## config.mk

```make
export PLATFORM = sky130hd
export DESIGN_NAME = lsd_cell
export DESIGN_NICKNAME = d
export VERILOG_FILES = /design/src/sv/lsd_pkg.sv /design/src/sv/lsd_cell.sv
export SDC_FILE = /design/constraint.sdc
export NUM_CORES = 1
export LEC_CHECK = 0
export ABC_AREA = 1
export BUFFER_PORTS_ARGS = -buffer_cell sky130_fd_sc_hd__buf_2
export CELL_PAD_IN_SITES_DETAIL_PLACEMENT = 0
export CELL_PAD_IN_SITES_GLOBAL_PLACEMENT = 1
export CORE_MARGIN = 5
export CORE_UTILIZATION = 30
export CTS_BUF_LIST = sky130_fd_sc_hd__clkbuf_16
export DETAILED_ROUTE_END_ITERATION = 8
export PLACE_DENSITY_LB_ADDON = 0.1
export SYNTH_ARGS = -nofsm -noshare
export SYNTH_HDL_FRONTEND = slang
export SYNTH_SLANG_ARGS = --single-unit
```

## constraint.sdc

```tcl
create_clock -name i_clk -period 1.9 [get_ports i_clk]
set_input_delay 0.095 -clock i_clk [delete_from_list [all_inputs] [get_ports i_clk]]
set_output_delay 0.095 -clock i_clk [all_outputs]
set_load 0.01 [all_outputs]
```

## src/sv/lsd_pkg.sv

```systemverilog
// shared types and constants for the lifo list search and delete block
`timescale 1ns / 1ps
`default_nettype none
package lsd_pkg;

    localparam int CAPACITY = 64;
    localparam int CNT_W    = $clog2(CAPACITY + 1);

    typedef logic [31:0] t_word;

    typedef enum logic [1:0] {
        ACT_INSERT = 2'd0,
        ACT_POP    = 2'd1,
        ACT_SEARCH = 2'd2,
        ACT_REMOVE = 2'd3
    } t_action;

    typedef enum logic [1:0] {
        STAT_OK        = 2'd0,
        STAT_NOT_FOUND = 2'd1,
        STAT_EMPTY     = 2'd2,
        STAT_FULL      = 2'd3
    } t_status;

    typedef struct packed {
        logic load_left;
        logic load_right;
    } t_cell_ctl;

endpackage
`default_nettype wire

```

## src/sv/lsd_cell.sv

```systemverilog
// one list cell: holds an entry, shifts to either neighbor, compares against a key
`timescale 1ns / 1ps
`default_nettype none
module lsd_cell (
    input  logic               i_clk,
    input  lsd_pkg::t_cell_ctl i_ctl,
    input  logic               i_cmp_en,
    input  lsd_pkg::t_word     i_key,
    input  lsd_pkg::t_word     i_left,
    input  lsd_pkg::t_word     i_right,
    output lsd_pkg::t_word     o_data,
    output logic               o_match
);
    import lsd_pkg::*;

    t_word r_data;
    logic  r_match;

    always_ff @(posedge i_clk) begin
        if (i_ctl.load_left) begin
            r_data <= i_left;
        end else if (i_ctl.load_right) begin
            r_data <= i_right;
        end
        if (i_cmp_en) begin
            r_match <= (r_data == i_key);
        end
    end

    assign o_data  = r_data;
    assign o_match = r_match;

endmodule
`default_nettype wire

```

; Yosys cells after proc, flatten, opt, wreduce, memory -nomap -nowiden
; Index checks and enable logic that the tools add are counted.
[totals]
ff_bits = 33
inputBits = 100
output_inout_bits = 33
wordCells = 6
[op_classes]
n_eq_ne = 1
n_mux = 2
n_reduce_logical = 1
[op_table]
columns = op, n
row1 = two-way mux 32 bit, 2
row2 = equality test 32 bit, 1
row3 = nonzero test 2 bit, 1

; Depth between registers and ports, before layout
; Gate-level depths: netlist (run 1).
[depth]
depth_word = 2
depth_mapped = 8
ltp_nobuf = 8

; Least setup slack after synthesis (run 1)
; Ideal clock, no wire load.
[synth_timing]
path_kind = register to register
start = register r_data[18] (netlist: o_data[18])
end = register r_match (netlist: o_match), data pin
t_arrival_ps = 824
slack_ps = 826
path_stages_with_launch = 9
path_buffers = 0
cell_sequence = edfxtp_1 -> nand2_1 -> inv_1 -> nor2_1 -> nor2_1 -> nand2_1 -> nor2_1 -> nand2_1 -> nor2_1
[synth_via]
elab_chain_len = 1
[synth_lines]
columns = element, line_no
row1 = from (decl), lsd_cell.sv:16  ; t_word r_data;
row2 = from (signal assigned), lsd_cell.sv:21  ; r_data <= i_left;
row3 = from (signal assigned), lsd_cell.sv:23  ; r_data <= i_right;
row4 = equality test 32 bit, lsd_cell.sv:26  ; r_match <= (r_data == i_key);
row5 = to (signal assigned), lsd_cell.sv:26
row6 = to (decl), lsd_cell.sv:17  ; logic r_match;
; No other way between the ends.
; A chain may end at the register's enable or synchronous reset.

; Final worst setup path (run 1)
[layout_timing]
start = register r_data[10] (netlist: o_data[10])
end = register r_match (netlist: o_match), data pin
; Same word-level chain as after synthesis.

==> reports/results.txt, run 1 <==
Critical Path Start Type: register
Critical-path maximum fanout: 3
Port Buf Inserts: 132
MaxCap Viol Count: 0
Post-synthesis adder-cell area fraction: 0
Mean routed wirelength per cell: 10.6 um
CP endpoint kind: register
Fin nets: 541
Drt drc: 0
Setup Fix Bufs, Post-CTS: 0
Yosys top cell area share: 0.484
Setup violators final: 0
Syn Nets: 406
Unrepaired setup endpoints after global routing: false
ANT cells: 0
Die area: 8580 um^2
DR vias: 2,087
DIE HEIGHT: 92.7 um
Reg2reg path depth: 7
DP Worst Slack: 0.667 ns
Most used cell, CP: nand2_1
Fin. max-slew vios: 0
R2r setup slk: 0.73 ns
Worst R2R End: o_match$_DFFE_PP_
Hold EP: o_match$_DFFE_PP_
Post_cts resized: 0
Hold Crit Depth: 1
PnR worst setup slack: 0.730 ns
Routed Antenna Nets: 0
Largest net degree at the start of global routing: 34
Sequential fraction of the synthesis area: 0.484
Clk slew on worst S/H paths: 0.05 ns
Leakage power: 1.78 nW
Xor-xnor portion of the synthesized cell area: 0.0128
Worst clock skew: 0.00269 ns
Max VDD drop: 0.299 mV
CTS buffer count: 5
Dpl hpwl: 4500 um
Final period utilization: 0.616
Core footprint: 6720 um^2
WP data arrival: 1.30 ns
Main combinational cell family by area after synthesis: simple AND/OR/NAND/NOR gates
R2r startpoint: o_data[10]$_DFFE_PP_
Area Growth Syn to Fin: 42.6%
Post-layout util: 0.435
Initial core utilization: 0.305
TNS Setup: 0 ns
HP Class: in2reg
Warning count from the yosys run: 0
GRT Residual Overflow: 0
Critical path class: reg2reg
Final wirelength: 5530 um
TritonCTS clock tree: built
Layout cells sized above 1: 0.320
CP top delay family: simple AND/OR/NAND/NOR gates
Initial antenna violation count: 0
Max incr delay on CP: 0.41 ns
Total Routing Usage GR: 0.128
RD Place Congestion: 0.707
Top cells by area, synth: edfxtp_1, nand2_1, inv_1, nor2_1, xor2_1
Critical-path cell list: nand2_1, nand2_1, nor2_1, nand2_1, nor2_1, nand2_1, nor2_1
Final hold slack: 0.0234 ns
Hold_buf cts: 0
Leading area contributor after synthesis: edfxtp_1
CTS Sinks: 33
Mapped Area: 2050 um^2
Io pins: 133
Fin crit period: 1.17 ns
Synth Area in Compound Gates: 0
Relative slew slack: 0.498
Levels on crit path: 7
HP Start: i_cmp_en
CTS Root Buffer Type: clkbuf_16
CP Buf/Inv Count: 0
Maximum operating frequency: 855 MHz
Die X: 92.7 um
Clock buffer depth: 2
H-tree Lvls: 2
Multiplexer share of the synthesized area: 0
Worst-skew pair later-pin latency: 0.27 ns
Register bit total from synthesis: 33
PwrDens: 727 nW/um^2
Simple-gate share of the synthesized area: 0.395
Drt first pass iters: 4
First-pass GRT wire length: 8720 um
Critical Path RT: 2.03 ns
Mean Syn Cell Area: 6.70 um^2
Vias in the first global route: 2,018
CP max-delay cell: edfxtp_1
Initial drt markers: 44
Status: finished, final reports clean
Least-Margin Pin Slew: 0.753 ns
Synth Instances: 306
Synth unique cells: 8
Total Power: 0.00213 W
Core Rows: 30
Hold Fails Final Rpt: 0
Via density per instance: 4.01
[layout by cell type (no fill, tap or decap)]
cell,n
or2_2,1
edfxtp_1,33
xor2_1,3
nand2_1,171
inv_1,49
nor2_1,43
buf_4,3
clkinv_1,1
clkbuf_16,5
buf_2,132
[area by class of cell]
type	count	area, um^2
fill	713	3800
sequential	33	991
multi-input combinational	218	836
timing repair buffer	135	683
inverter	48	180
clock buffer	5	125
tap	80	100
clock inverter	2	7.51
[where the power goes]
group          total [W]  internal (W)  switching (W)
registers       0.000950      0.000899      0.0000512
clock network   0.000721      0.000467       0.000255
logic           0.000454      0.000209       0.000245
[per-layer routing]
metal	global-route usage	vias up	share of wire
li1	-	1164	-
met1	0.144	842	0.43
met2	0.229	75	0.47
met3	0.0496	6	0.091
met4	0.0293	0	0.0087
met5	0	-	0
[registers in the layout, indices dropped and copies added, names as in the netlist]
name     cells
o_data      32
o_match      1
[cells by family (layout without fill, tap and decap cells)]
| group | after synthesis | count (layout) |
|---|---|---|
| buf+inv | 55 | 190 |
| xor+xnor | 3 | 3 |
| flops | 33 | 33 |
| simple gates | 215 | 215 |
[worst register-to-register path: stages, from the launching register on]
cell      delay [ns]
edfxtp_1        0.41
nand2_1         0.09
nand2_1         0.05
nor2_1          0.15
nand2_1         0.07
nor2_1          0.11
nand2_1         0.06
nor2_1          0.09
[Yosys cell counts]
master / n
buf_2: 4
buf_4: 3
edfxtp_1: 33
inv_1: 48
nand2_1: 171
nor2_1: 43
or2_2: 1
xor2_1: 3
[metrics by stage]
step	instance area (um^2)	std cells
2_1_floorplan	2050	306
3_3_place_gp	2790	514
3_5_place_dp	2790	514
4_1_cts	2920	521
5_1_grt	2920	521
6_report	2920	521
[worst max path at each step]
| stage | start | endpoint |
|---|---|---|
| after floorplan | o_data[18]$_DFFE_PP_ | o_match$_DFFE_PP_ |
| after CTS | o_data[10]$_DFFE_PP_ | o_match$_DFFE_PP_ |
| after global routing | o_data[18]$_DFFE_PP_ | o_match$_DFFE_PP_ |
| final | o_data[10]$_DFFE_PP_ | o_match$_DFFE_PP_ |
| after detailed placement | i_ctl[1] | o_data[2]$_DFFE_PP_ |
| after global placement | i_ctl[1] | o_data[4]$_DFFE_PP_ |
Note: power is estimated with default switching activity, not from simulation.
==> inputs of run 2 (changes only) <==
CORE_UTILIZATION = 25   (was 30)
clock period = 1.01 ns   (was 1.9 ns; I/O delays follow)
==> reports/results.txt, run 2 (synthesis results as in run 1) <==
Dpl hpwl: 4960 um (+10%)
Layout cells sized above 1: 0.338 (+0.0188)
Initial core utilization: 0.253 (-0.0518)
Max incr delay on CP: 0.41 ns (about the same)
Relative slew slack: 0.667 (+0.169)
TritonCTS clock tree: built
HP Class: in2reg
Least-Margin Pin Slew: 0.500 ns (-0.254 ns)
RD Place Congestion: 0.762 (+7.8%)
Clk slew on worst S/H paths: 0.06 ns (about the same)
Area Growth Syn to Fin: 53.0%
Commonest non-fill, non-tap cell in the layout: nand2_1
Maximum operating frequency: 871 MHz (+1.9%)
Via density per instance: 3.85 (-3.8%)
Hold Crit Depth: 3 (+2)
Max reg flops: 32 (unchanged)
Setup violators final: 2 (+2)
PwrDens: 1430 nW/um^2 (+97%)
H-tree Lvls: 2 (unchanged)
Beginning of the critical path: o_data[20]$_DFFE_PP_
R2r startpoint: o_data[20]$_DFFE_PP_
Commonest cells after routing, fill and taps aside: nand2_1, buf_2, inv_1, nor2_1, edfxtp_1
Port Buf Inserts: 132 (unchanged)
Filler Cells Inserted: 923 (+29%)
Status: finished with violations
Worst clock skew: 0.00559 ns (+0.00289 ns)
Clock buffer depth: 2 (unchanged)
Worst R2R End: o_match$_DFFE_PP_
WP data arrival: 1.29 ns (about the same)
Die area: 10,100 um^2 (+18%)
First-pass GRT wire length: 9590 um (+10%)
DR vias: 2,146 (+2.8%)
Largest net degree at the start of global routing: 33 (-2.9%)
Initial antenna violation count: 0 (unchanged)
Critical-path cell list: nor2_1, nor2_1, nor2_1, nand2_1, nor2_2, nand2_1, nor2_1
Critical path class: reg2reg
ANT cells: 0 (unchanged)
Hold Fails Final Rpt: 0 (unchanged)
PnR worst setup slack: -0.138 ns (-0.868 ns)
Drt drc: 0 (unchanged)
Critical Path RT: 1.15 ns (-0.88 ns)
MaxCap Viol Count: 0 (unchanged)
Drt first pass iters: 4 (unchanged)
Fin nets: 551 (+1.8%)
CTS Sinks: 33 (unchanged)
Final wirelength: 6140 um (+11%)
Max VDD drop: 0.499 mV (+67%)
Fin crit period: 1.15 ns (-0.0218 ns)
Total Routing Usage GR: 0.122 (-0.00598)
Most used cell, CP: nor2_1
DP Worst Slack: -0.156 ns (-0.823 ns)
Critical-path maximum fanout: 3 (unchanged)
Failing checks: setup timing
Core Rows: 33 (+10%)
Routed Antenna Nets: 0 (unchanged)
Core footprint: 8090 um^2 (+20%)
Io pins: 133 (unchanged)
DIE HEIGHT: 101 um (+8.5%)
Worst-skew pair later-pin latency: 0.28 ns (about the same)
Critical Path Start Type: register
Hold EP: o_data[23]$_DFFE_PP_
HP Start: i_right[23]
Final Instance Area: 3140 um^2 (+7.3%)
Fin. max-slew vios: 0 (unchanged)
Final period utilization: 1.14 (+0.521)
R2r setup slk: -0.14 ns (-0.87 ns)
Mean routed wirelength per cell: 11.0 um (+3.9%)
CTS buffer count: 5 (unchanged)
Vias in the first global route: 2,079 (+3.0%)
GRT Residual Overflow: 0 (unchanged)
Post-DP Area: 2880 um^2 (+3.1%)
Unrepaired setup endpoints after global routing: true
CP max-delay cell: edfxtp_1
Reg2reg path depth: 7 (unchanged)
Leakage power: 1.87 nW (+4.7%)
Initial drt markers: 28 (-36%)
CP endpoint kind: register
Die X: 101 um (+8.5%)
CTS Root Buffer Type: clkbuf_16
## run 2: changes by cell type in the layout (fill, tap and decap cells not counted), sizes merged
cell         change
buf              +9
bufinv           +1
dlygate4sd3      +1
## run 2: area by class of cell
class                           instances  area [um^2]  share of cell area
Clock inverter                          3         37.5              0.0120
Inverter                               48          180              0.0575
Sequential cell                        33          991               0.316
Multi-Input combinational cell        218          843               0.269
Timing Repair Buffer                  145          827               0.264
Clock buffer                            5          125              0.0399
Tap cell                              105          131              0.0419
## run 2: metrics by stage
stage / total power (W) / utilization / setup TNS (ns) / hold slack (ns) / std cells
4_1_cts: 0.00455 / 0.384 / -0.166 / 0.0278 / 556
2_1_floorplan: 0.00226 / - / -0.0531 / 0.163 / 306
6_report: 0.00449 / 0.387 / -0.141 / 0.0378 / 557
5_1_grt: 0.00476 / 0.387 / -0.418 / 0.0368 / 557
3_3_place_gp: 0.00273 / 0.355 / -0.526 / 0.269 / 546
3_5_place_dp: 0.00274 / 0.355 / -0.838 / 0.264 / 546
## run 2: what timing repair did
action	CTS	global route
setup buffers	1	3
endpoints found under the setup margin	7	8
gates cloned	0	0
gates resized for setup	10	7
endpoints found under the hold margin	1	0
hold buffers	1	0
pin swaps	8	7
## run 2: metal layers
layer,track usage,up-vias,routed length (um)
li1,-,1188,-
met1,0.145,882,2540
met2,0.210,72,3040
met3,0.0374,4,524
met4,0.0404,0,46
met5,0,-,0
## run 2: worst max-delay path by stage
stage	cells after the start	endpoint
2_1_floorplan	8	o_match$_DFFE_PP_
3_3_place_gp	7	o_match$_DFFE_PP_
3_5_place_dp	7	o_match$_DFFE_PP_
4_1_cts	7	o_match$_DFFE_PP_
5_1_grt	7	o_match$_DFFE_PP_
6_report	7	o_match$_DFFE_PP_
## run 2: power by group
group / switching (W) / internal, W / leakage, nW
clock: 0.000566 / 0.00115 / 0.0826
combinational: 0.000492 / 0.000491 / 1.44
sequential: 0.000102 / 0.00169 / 0.340
## run 2: worst max-delay path: cells and delay by family, from the launching register on
family / cells / cell delay [ns]
flops: 1 / 0.41
simple gates: 7 / 0.61
